<file path="src/hw/rtl/xorshift128plus_prng_macros.svh">
// Assertion macros for the xorshift128+ generator.
`ifndef XORSHIFT128PLUS_PRNG_MACROS_SVH
`define XORSHIFT128PLUS_PRNG_MACROS_SVH
`ifndef SYNTHESIS
// Same-cycle implication, checked on every rising clock edge out of reset.
`define XSP_ASSERT_IMP(label, ante, cons) \
  label: assert property (@(posedge clk) disable iff (!rst_n) (ante) |-> (cons)) \
    else $error("xorshift128plus_prng: assertion failed");
// Next-cycle implication.
`define XSP_ASSERT_NXT(label, ante, cons) \
  label: assert property (@(posedge clk) disable iff (!rst_n) (ante) |=> (cons)) \
    else $error("xorshift128plus_prng: assertion failed");
`else
`define XSP_ASSERT_IMP(label, ante, cons)
`define XSP_ASSERT_NXT(label, ante, cons)
`endif
`endif

</file>
<file path="src/hw/rtl/xsp_pkg.sv">
// Shared types and constants for the xorshift128+ generator.
package xsp_pkg;

  // Request codes
  localparam logic CMD_NEXT   = 1'b0;
  localparam logic CMD_RESEED = 1'b1;

  // Seed-mixing constants
  localparam logic [63:0] GOLDEN_GAMMA = 64'h9E37_79B9_7F4A_7C15;
  localparam logic [63:0] MIX_MUL_ONE  = 64'hBF58_476D_1CE4_E5B9;
  localparam logic [63:0] MIX_MUL_TWO  = 64'h94D0_49BB_1331_11EB;

  // Mix shifts
  localparam int unsigned MIX_SHIFT_A = 30;
  localparam int unsigned MIX_SHIFT_B = 27;
  localparam int unsigned MIX_SHIFT_C = 31;

  // Step shifts
  localparam int unsigned STEP_SHIFT_A = 23;
  localparam int unsigned STEP_SHIFT_B = 18;
  localparam int unsigned STEP_SHIFT_C = 5;

  // State after reset: the two mixed words of seed zero
  localparam logic [63:0] RESET_FIRST_WORD  = 64'hE220_A839_7B1D_CDAF;
  localparam logic [63:0] RESET_SECOND_WORD = 64'h6E78_9E6A_A1B9_65F4;

  // Multiplier request and response
  typedef struct packed {
    logic        start;
    logic [63:0] op_a;
    logic [63:0] op_b;
  } mul_req_t;

  typedef struct packed {
    logic        done;
    logic [63:0] product;
  } mul_rsp_t;

  // Seeder request and response
  typedef struct packed {
    logic        start;
    logic [63:0] seed;
  } seed_req_t;

  typedef struct packed {
    logic        done;
    logic [63:0] word0;
    logic [63:0] word1;
  } seed_rsp_t;

endpackage

</file>
<file path="src/hw/rtl/xsp_mul64.sv">
// Iterative 64x64 multiplier, low 64 bits, one 32x32 partial product a cycle.
module xsp_mul64 (
  input  logic              clk,
  input  logic              rst_n,
  input  xsp_pkg::mul_req_t req,
  output xsp_pkg::mul_rsp_t rsp
);

  logic [63:0] a_r;
  logic [63:0] b_r;
  logic [63:0] prod_r;
  logic [63:0] acc_r;
  logic [63:0] acc_nxt;
  logic [1:0]  step_r;
  logic        busy_r;
  logic        done_r;
  logic [31:0] op_a;
  logic [31:0] op_b;
  logic [63:0] mul_out;

  // Partial product order: lo*lo, lo*hi, hi*lo (hi*hi falls off the top)
  always_comb begin
    unique case (step_r)
      2'd1: begin
        op_a = a_r[31:0];
        op_b = b_r[63:32];
      end
      2'd2: begin
        op_a = a_r[63:32];
        op_b = b_r[31:0];
      end
      default: begin
        op_a = a_r[31:0];
        op_b = b_r[31:0];
      end
    endcase
  end

  assign mul_out = 64'(op_a) * 64'(op_b);

  // Accumulate the previous cycle's product
  always_comb begin
    if (step_r == 2'd1) begin
      acc_nxt = prod_r;
    end else begin
      acc_nxt = {acc_r[63:32] + prod_r[31:0], acc_r[31:0]};
    end
  end

  // Control
  always_ff @(posedge clk) begin
    if (!rst_n) begin
      busy_r <= 1'b0;
      step_r <= 2'd0;
      done_r <= 1'b0;
    end else begin
      done_r <= 1'b0;
      if (busy_r) begin
        step_r <= step_r + 2'd1;
        if (step_r == 2'd3) begin
          busy_r <= 1'b0;
          done_r <= 1'b1;
        end
      end else if (req.start) begin
        busy_r <= 1'b1;
        step_r <= 2'd0;
      end
    end
  end

  // Datapath
  always_ff @(posedge clk) begin
    if (!busy_r && req.start) begin
      a_r <= req.op_a;
      b_r <= req.op_b;
    end
    if (busy_r) begin
      prod_r <= mul_out;
      if (step_r != 2'd0) begin
        acc_r <= acc_nxt;
      end
    end
  end

  assign rsp.done    = done_r;
  assign rsp.product = acc_r;

endmodule

</file>
<file path="src/hw/rtl/xsp_seeder.sv">
// Sequencer that expands a seed into two state words via splitmix64 mixing.
module xsp_seeder (
  input  logic               clk,
  input  logic               rst_n,
  input  xsp_pkg::seed_req_t req,
  output xsp_pkg::seed_rsp_t rsp
);

  localparam logic [2:0] S_IDLE  = 3'd0;
  localparam logic [2:0] S_GAMMA = 3'd1;
  localparam logic [2:0] S_MIX1  = 3'd2;
  localparam logic [2:0] S_WAIT1 = 3'd3;
  localparam logic [2:0] S_MIX2  = 3'd4;
  localparam logic [2:0] S_WAIT2 = 3'd5;

  logic [2:0]        state_r;
  logic              idx_r;
  logic              done_r;
  logic [63:0]       seed_r;
  logic [63:0]       z_r;
  logic [63:0]       word0_r;
  logic [63:0]       word1_r;
  logic [63:0]       fin_word;
  xsp_pkg::mul_req_t mul_req;
  xsp_pkg::mul_rsp_t mul_rsp;

  xsp_mul64 u_mul (
    .clk  (clk),
    .rst_n(rst_n),
    .req  (mul_req),
    .rsp  (mul_rsp)
  );

  // Multiplier requests for the two xor-shift-multiply rounds
  always_comb begin
    mul_req.start = (state_r == S_MIX1) || (state_r == S_MIX2);
    if (state_r == S_MIX2) begin
      mul_req.op_a = z_r ^ (z_r >> xsp_pkg::MIX_SHIFT_B);
      mul_req.op_b = xsp_pkg::MIX_MUL_TWO;
    end else begin
      mul_req.op_a = seed_r ^ (seed_r >> xsp_pkg::MIX_SHIFT_A);
      mul_req.op_b = xsp_pkg::MIX_MUL_ONE;
    end
  end

  // Final xor-shift
  assign fin_word = mul_rsp.product ^ (mul_rsp.product >> xsp_pkg::MIX_SHIFT_C);

  // Control
  always_ff @(posedge clk) begin
    if (!rst_n) begin
      state_r <= S_IDLE;
      idx_r   <= 1'b0;
      done_r  <= 1'b0;
    end else begin
      done_r <= 1'b0;
      unique case (state_r)
        S_IDLE: begin
          if (req.start) begin
            idx_r   <= 1'b0;
            state_r <= S_GAMMA;
          end
        end
        S_GAMMA: state_r <= S_MIX1;
        S_MIX1:  state_r <= S_WAIT1;
        S_WAIT1: begin
          if (mul_rsp.done) begin
            state_r <= S_MIX2;
          end
        end
        S_MIX2:  state_r <= S_WAIT2;
        S_WAIT2: begin
          if (mul_rsp.done) begin
            if (!idx_r) begin
              idx_r   <= 1'b1;
              state_r <= S_GAMMA;
            end else begin
              done_r  <= 1'b1;
              state_r <= S_IDLE;
            end
          end
        end
        default: state_r <= S_IDLE;
      endcase
    end
  end

  // Datapath
  always_ff @(posedge clk) begin
    if (state_r == S_IDLE && req.start) begin
      seed_r <= req.seed;
    end
    if (state_r == S_GAMMA) begin
      seed_r <= seed_r + xsp_pkg::GOLDEN_GAMMA;
    end
    if (state_r == S_WAIT1 && mul_rsp.done) begin
      z_r <= mul_rsp.product;
    end
    if (state_r == S_WAIT2 && mul_rsp.done) begin
      if (!idx_r) begin
        word0_r <= fin_word;
      end else begin
        word1_r <= fin_word;
      end
    end
  end

  assign rsp.done  = done_r;
  assign rsp.word0 = word0_r;
  assign rsp.word1 = word1_r;

endmodule

</file>
<file path="src/hw/rtl/xorshift128plus_prng.sv">
// Top level of the xorshift128+ generator with splitmix64 reseeding.
//
//   channel  direction  handshake          payload
//   in_      input      in_valid/in_stall  in_command, in_seed_value
//   out_     output     out_valid/out_stall out_random_word
//
// A next request leaves its word in the output register.
// A reseed request runs two mixing passes, each running two 64-bit multiplies
// through one shared 32x32 multiplier.
// The input is stalled while a reseed runs and while an unread word is held under out_stall.
// Synchronous active-low reset loads the state words for seed zero.
`include "xorshift128plus_prng_macros.svh"

module xorshift128plus_prng (
  input  logic        clk,
  input  logic        rst_n,
  input  logic        in_valid,
  output logic        in_stall,
  input  logic        in_command,
  input  logic [63:0] in_seed_value,
  output logic        out_valid,
  input  logic        out_stall,
  output logic [63:0] out_random_word
);

  logic               first_r;
  logic [63:0]        first_word_r;
  logic [63:0]        second_word_r;
  logic               seed_busy_r;
  logic               out_valid_r;
  logic [63:0]        out_word_r;
  logic               in_take;
  logic               next_take;
  logic               reseed_take;
  logic               out_take;
  logic [63:0]        mix_a;
  logic [63:0]        new_second;
  xsp_pkg::seed_req_t seed_req;
  xsp_pkg::seed_rsp_t seed_rsp;

  assign in_stall    = seed_busy_r || (out_valid_r && out_stall);
  assign in_take     = in_valid && !in_stall;
  assign next_take   = in_take && (in_command == xsp_pkg::CMD_NEXT);
  assign reseed_take = in_take && (in_command == xsp_pkg::CMD_RESEED);
  assign out_take    = out_valid_r && !out_stall;

  // Reseed unit
  assign seed_req.start = reseed_take;
  assign seed_req.seed  = in_seed_value;

  xsp_seeder u_seeder (
    .clk  (clk),
    .rst_n(rst_n),
    .req  (seed_req),
    .rsp  (seed_rsp)
  );

  // One xorshift128+ step
  assign mix_a      = first_word_r ^ (first_word_r << xsp_pkg::STEP_SHIFT_A);
  assign new_second = mix_a ^ second_word_r ^ (mix_a >> xsp_pkg::STEP_SHIFT_B)
                      ^ (second_word_r >> xsp_pkg::STEP_SHIFT_C);

  // Generator state
  always_ff @(posedge clk) begin
    if (!rst_n) begin
      first_word_r  <= xsp_pkg::RESET_FIRST_WORD;
      second_word_r <= xsp_pkg::RESET_SECOND_WORD;
      seed_busy_r   <= 1'b0;
      first_r       <= 1'b1;
    end else begin
      first_r <= 1'b0;
      if (seed_rsp.done) begin
        first_word_r  <= seed_rsp.word0;
        second_word_r <= seed_rsp.word1;
        seed_busy_r   <= 1'b0;
      end else if (reseed_take) begin
        seed_busy_r <= 1'b1;
      end else if (next_take) begin
        first_word_r  <= second_word_r;
        second_word_r <= new_second;
      end
    end
  end

  // Output register
  always_ff @(posedge clk) begin
    if (!rst_n) begin
      out_valid_r <= 1'b0;
    end else if (next_take) begin
      out_valid_r <= 1'b1;
    end else if (out_take) begin
      out_valid_r <= 1'b0;
    end
  end

  always_ff @(posedge clk) begin
    if (next_take) begin
      out_word_r <= new_second + second_word_r;
    end
  end

  assign out_valid       = out_valid_r;
  assign out_random_word = out_word_r;

  // Checks
  `XSP_ASSERT_IMP(a_no_take_while_seeding, seed_busy_r, in_stall)
  `XSP_ASSERT_IMP(a_seed_done_only_busy, seed_rsp.done, seed_busy_r)
  `XSP_ASSERT_NXT(a_next_gives_word, next_take, out_valid_r)
  `XSP_ASSERT_NXT(a_reseed_no_word, reseed_take && !out_valid_r, !out_valid_r)
  `XSP_ASSERT_IMP(a_reset_not_busy, first_r, !seed_busy_r)

endmodule
</file>
<file path="config.mk">
export PLATFORM = sky130hd
export DESIGN_NAME = xorshift128plus_prng
export DESIGN_NICKNAME = d
export VERILOG_FILES = /design/src/hw/rtl/xsp_pkg.sv /design/src/hw/rtl/xsp_mul64.sv /design/src/hw/rtl/xsp_seeder.sv /design/src/hw/rtl/xorshift128plus_prng.sv
export VERILOG_INCLUDE_DIRS = /design/src /design/src/hw/rtl
export SDC_FILE = /design/constraint.sdc
export NUM_CORES = 2
export LEC_CHECK = 0
export ABC_AREA = 0
export BUFFER_PORTS_ARGS = -buffer_cell sky130_fd_sc_hd__buf_4
export CORE_MARGIN = 3
export CORE_UTILIZATION = 35
export DETAILED_ROUTE_END_ITERATION = 7
export GPL_ROUTABILITY_DRIVEN = 0
export PLACE_DENSITY = 0.52
export REMOVE_ABC_BUFFERS = 1
export SKIP_LAST_GASP = 1
export SLEW_MARGIN = 20
export SYNTH_ARGS = -nofsm -noshare
export SYNTH_HDL_FRONTEND = slang
export SYNTH_SLANG_ARGS = --single-unit
</file>
<file path="constraint.sdc">
create_clock -name clk -period 13.22 [get_ports clk]
set_input_delay 0.661 -clock clk [delete_from_list [all_inputs] [get_ports clk]]
set_output_delay 0.661 -clock clk [all_outputs]
set_load 0.01 [all_outputs]
</file>
Word level (Yosys, flattened, before mapping)
Index checks and enable logic that the tools add are counted.
W data, S select, Z words.
{"block": "classes", "add_sub_neg": 4, "n_mul": 1, "n_div": 0, "order_cmp": 0, "eq_ne": 12, "shift": 0, "muxes": 29, "n_bitwise": 10, "reduce_logical": 31}
{"operator": "$mux W64", "n": 9}
{"operator": "$mux W128", "n": 1}
{"operator": "$xor A64 B64 Y64", "n": 2}
{"operator": "$add A64 B64 Y64", "n": 1}
{"operator": "$add A64 B64 Y64 const B", "n": 1}
{"operator": "$mul A32 B32 Y64", "n": 1}
{"operator": "$mux W32", "n": 2}
{"operator": "$xor A64 B33 Y64", "n": 1}
{"operator": "$xor A64 B34 Y64", "n": 1}
{"operator": "$xor A64 B37 Y64", "n": 1}
{"operator": "$xor A64 B46 Y64", "n": 1}
{"operator": "$xor A64 B59 Y64", "n": 1}
{"operator": "$add A32 B32 Y32", "n": 1}
{"operator": "$pmux W3 S6", "n": 1}
{"operator": "$reduce_and A3 Y1", "n": 4}
{"operator": "$reduce_bool A2 Y1", "n": 6}
{"operator": "$mux W1", "n": 10}
{"operator": "$reduce_and A2 Y1", "n": 5}
{"operator": "$logic_and A1 B1 Y1", "n": 9}
{"operator": "$mux W3", "n": 3}
{"operator": "$eq A3 B2 Y1 const B", "n": 2}
{"operator": "$eq A3 B3 Y1 const B", "n": 2}
{"operator": "$ne A2 B2 Y1 const B", "n": 3}
{"operator": "$eq A2 B2 Y1 const B", "n": 2}
{"operator": "other kinds (11)", "n": 17}
{"block": "word_totals", "register_bits": 715, "latchBits": 0, "ramBits": 0, "rom_bits": 0, "inputBits": 69, "output_inout_bits": 66, "wordCells": 107, "mem_count": 0}

Longest topological paths before layout
{"block": "depth", "ltp_word": 8, "depth_mapped": 36, "mapped_depth_nobuf": 34}

Hierarchy
A second synthesis with hierarchy kept.
{"block": "unflattened", "cells_unflattened": 6947, "hier_area_um2": 68303.0}
{"mod": "xsp_mul64", "instances": 1, "cells_per_inst": 4374, "area_per_inst_um2": 42912.4}
{"mod": "xorshift128plus_prng", "instances": 1, "cells_per_inst": 1654, "area_per_inst_um2": 13508.0}
{"mod": "xsp_seeder", "instances": 1, "cells_per_inst": 919, "area_per_inst_um2": 11882.6}

Worst setup path after synthesis
Ideal clock, no wire load.
{"block": "synth_path", "path_type": "register to register", "from": "register u_seeder.u_mul.step_r[0]", "to": "register u_seeder.u_mul.prod_r[57], data pin", "setup_time_ns": 0.269, "arrival_ns": 9.020, "required_ns": 12.951, "slack_ns": 3.932, "stages_incl_launch_ff": 33, "n_path_buf": 4, "path_cell_list": "dfxtp_1 inv_1 ha_1 clkbuf_1 buf_1 buf_1 mux2_2 inv_1 nor3_1 nor2_1 fa_1 inv_1 fa_1 inv_1 fa_1 fa_1 inv_1 fa_1 fa_1 fa_1 fa_1 ha_1 clkbuf_1 and3_1 nand2_1 o211ai_1 a21oi_1 o31ai_1 a21oi_1 o311ai_1 a21oi_1 o31ai_1 xor2_1"}
{"block": "synth_between", "elab_chain_len": 3, "word_cells_on_any_way": 5}
{"element": "from (decl)", "line_no": "xsp_mul64.sv:14", "text": "logic [1:0] step_r;"}
{"element": "from (signal assigned)", "line_no": "xsp_mul64.sv:59", "text": "step_r <= step_r + 2'd1;"}
{"element": "$eq A2 B2 Y1 / $eq A2 B1 Y1 (equally long branches)", "line_no": "xsp_mul64.sv:23", "text": "unique case (step_r)"}
{"element": "$mux W32", "line_no": "xsp_mul64.sv:23"}
{"element": "$mul A32 B32 Y64 (*)", "line_no": "xsp_mul64.sv:39", "text": "assign mul_out = 64'(op_a) * 64'(op_b);"}
{"element": "named net u_seeder.u_mul.mul_out[57]", "line_no": "xsp_mul64.sv:19", "text": "logic [63:0] mul_out;"}
{"element": "to (signal assigned)", "line_no": "xsp_mul64.sv:78", "text": "prod_r <= mul_out;"}
{"element": "to (decl)", "line_no": "xsp_mul64.sv:11", "text": "logic [63:0] prod_r;"}
Mark *: on every way through the listed nets, which the timed path passes. The rest lies on a longest branch.
A chain may end at the register's enable or synchronous reset.

Worst setup path in the final report
Ends and elaborated chain as after synthesis.

==> flow_metrics.env <==
export IMPL_status="completed"
export IMPL_antenna_found_initial=1
export IMPL_slowest_delay_ps=650
export IMPL_rrSetupSlack_ps=2700
export IMPL_grt_pass1_wl_mm=309.5
export IMPL_min_to="u_seeder.seed_r[4]"
export IMPL_cp_required_ps=13600
export IMPL_tightest_slew_ps=1085
export IMPL_rows=153
export IMPL_synth_flop_cell="edfxtp_1"
export IMPL_crit_path_end_kind="flop"
export IMPL_grt_overflow_total=0
export IMPL_cts_resized=0
export IMPL_numCtsBuffers=68
export IMPL_crit_type="reg -> reg"
export IMPL_grt_max_degree=102
export IMPL_dp_slack_ps=2722
export IMPL_cts_root_buf="clkbuf_16"
export IMPL_drive_above_1_share=0.06598
export IMPL_syn_area_sq_um=61770
export IMPL_worstHoldStart="in_seed_value[4]"
export IMPL_grt_pass1_vias=44800
export IMPL_tns_ps=0
export IMPL_relSlewSlack=0.2765
export IMPL_die_w_um=426.1
export IMPL_fmaxAchievable_mhz=95.03
export IMPL_synth_edf_count=514
export IMPL_die_area_sq_um=181600
export IMPL_rsz0062_at_grt="false"
export IMPL_crit_arrival_ps=10900
export IMPL_first_iter_violations=4084
export IMPL_clock_latency_ps=640
export IMPL_reg2regPathDepth=30
export IMPL_ctsHtreeMaxLevel=3
export IMPL_clkSlewWorstSetupHoldPaths_ps=60
export IMPL_startpoint_type="flop"
export IMPL_synth_seq_cells=653
export IMPL_ios=135
export IMPL_ys_types=81
export IMPL_reg2reg_to="u_seeder.u_mul.prod_r[57]"
export IMPL_finalCriticalPeriod_ps=10520
export IMPL_setup_ws_ps=2698
export IMPL_post_drt_wl_per_cell_um=25.43
export IMPL_async_flop_share=0
export IMPL_vias_per_cell=5.189
export IMPL_syn2layout_area_growth_pct=9.392
export IMPL_routed_wl_mm=213.3
export IMPL_ys_warn_count=0
export IMPL_drtPass1Iterations=5
export IMPL_slew_violations=0
export IMPL_die_h_um=426.1
export IMPL_route_vias_total=43530
export IMPL_fin_skew_ps=22.53
export IMPL_track_usage=0.2333
export IMPL_core_sq_um=174600
export IMPL_setup_viol=0
export IMPL_drc=0
export IMPL_initial_core_util=0.3538
export IMPL_cts_num_sinks=653
export IMPL_slowest_stage="mux2i_4"
export IMPL_postRouteAntennaNets=0
export IMPL_finalHoldViolations=0
export IMPL_post_cts_setup_buffers=0
export IMPL_worstReg2RegStart="u_seeder.u_mul.step_r[0]"
export IMPL_syn_inst=5977
export IMPL_period_share=0.7959
export IMPL_yosysSeqAreaShare=0.2949
export IMPL_hold_depth=3
export IMPL_dpl_hpwl_mm=174.8
export IMPL_finalCoreUtilization=0.3871
export IMPL_cts_buffer_depth=3
export IMPL_io_buffers=134
export IMPL_cp_max_fo=14
export IMPL_finalNetCount=7333
export IMPL_drv_cap=0
export IMPL_hold_class="in -> reg"
export IMPL_crit_top_cell="fa_1"
export IMPL_cts_hold_buf=0
export IMPL_avgSynthCellArea_sq_um=10.34
export IMPL_cts_tree="built"
## per-stage QoR
step / hold WS (ps) / area (sq um) / std cells
detailed placement: 442.7 / 65370 / 8264
CTS: 261.6 / 67570 / 8387
finish: 301.2 / 67580 / 8389
floorplan: 432.2 / 60940 / 5757
global placement: 441.4 / 65290 / 8262
global route: 285.5 / 67570 / 8387
## logic make-up after synthesis
| group | after synthesis | synth area share |
|---|---|---|
| compound gates | 880 | 0.08799 |
| xor+xnor | 523 | 0.07415 |
| mux | 86 | 0.01499 |
| fa+ha+maj | 1255 | 0.3553 |
| flops | 653 | 0.2949 |
| simple gates | 1417 | 0.1019 |
| buf+inv | 1163 | 0.07073 |
## cell usage after synthesis (all sizes together) (33+ instances only)
cell,count,share of area
nand2,636,0.039
edfxtp,514,0.25
xor2,199,0.028
and2,76,0.0077
a21oi,245,0.020
dfxtp,139,0.045
a21o,100,0.012
ha,423,0.086
mux2,52,0.0095
fa,832,0.27
o21a,33,0.0040
mux2i,34,0.0055
nor3,34,0.0028
o21ai,290,0.024
nand3,92,0.0075
a31oi,36,0.0039
and3,39,0.0039
clkbuf,203,0.012
nor2,346,0.021
nor2b,55,0.0056
inv,939,0.057
nand2b,46,0.0047
xnor2,324,0.046
## layer usage
metal,track usage,part of all wire
met2,0.3778,0.47
met5,0.006183,0
met1,0.3173,0.43
met4,0.07561,0.037
met3,0.03927,0.069
## state kept, by name, summed over array words and instances (netlist names), 2 cells and up
name,cells
u_seeder.u_mul.step_r,2
u_seeder.u_mul.a_r,64
second_word_r,64
u_seeder.word1_r,64
u_seeder.u_mul.b_r,2
u_seeder.u_mul.acc_r,64
u_seeder.word0_r,64
u_seeder.state_r,3
u_seeder.u_mul.prod_r,64
out_random_word,64
first_word_r,64
u_seeder.z_r,64
u_seeder.seed_r,64
## critical path, delay by kind of cell (launching register included)
kind / cells / cell delay, ps
AO/OA/AOI/OAI: 6 / 1660
XOR/XNOR: 1 / 120
adder cells (fa/ha/maj): 10 / 5010
buffers and inverters: 7 / 1250
flip-flops: 1 / 380
multiplexers: 1 / 650
AND/OR/NAND/NOR: 5 / 1120
## cell type report
class                   count  area (sq um)
flip-flops and latches    653         18220
multi-input cells        4161         39320
clock buffers              91          1903
well taps                2325          2909
diodes                      2         5.005
repair buffers            182          1378
inverters                 943          3545
clock inverters            32         295.3
fillers                 17380        107000
## layout by cell type (no fill, tap or decap), types with 8 or more instances in the layout
cell type	instances
a211oi_1	17
a21o_1	100
a21oi_1	244
a31oi_1	35
and2_1	75
and3_1	39
and4_1	8
buf_4	180
clkbuf_1	16
clkbuf_16	72
clkinv_1	15
clkinv_2	10
dfxtp_1	137
edfxtp_1	514
fa_1	832
ha_1	421
inv_1	934
mux2_2	52
mux2i_1	24
nand2_1	635
nand2b_1	46
nand3_1	92
nand4_1	27
nor2_1	343
nor2b_1	54
nor3_1	33
o211a_1	11
o211ai_1	14
o21a_1	32
o21ai_0	245
o21ai_1	43
o21bai_1	27
o311ai_0	21
o31ai_1	11
or2_2	23
xnor2_1	324
xor2_1	199
## worst max path at each step
stage                                   from                        end  slack (ps)  cells past startpoint
global route        u_seeder.u_mul.step_r[0]  u_seeder.u_mul.prod_r[63]        2120                     32
finish              u_seeder.u_mul.step_r[0]  u_seeder.u_mul.prod_r[57]        2700                     30
floorplan           u_seeder.u_mul.step_r[1]  u_seeder.u_mul.prod_r[45]        2800                     29
global placement    u_seeder.u_mul.step_r[0]  u_seeder.u_mul.prod_r[63]        1790                     32
CTS                 u_seeder.u_mul.step_r[0]  u_seeder.u_mul.prod_r[57]        2750                     30
detailed placement  u_seeder.u_mul.step_r[0]  u_seeder.u_mul.prod_r[57]        2720                     30
Power is not shown: default switching activity piles up to over one toggle a cycle in this logic, so the estimate is an artifact.
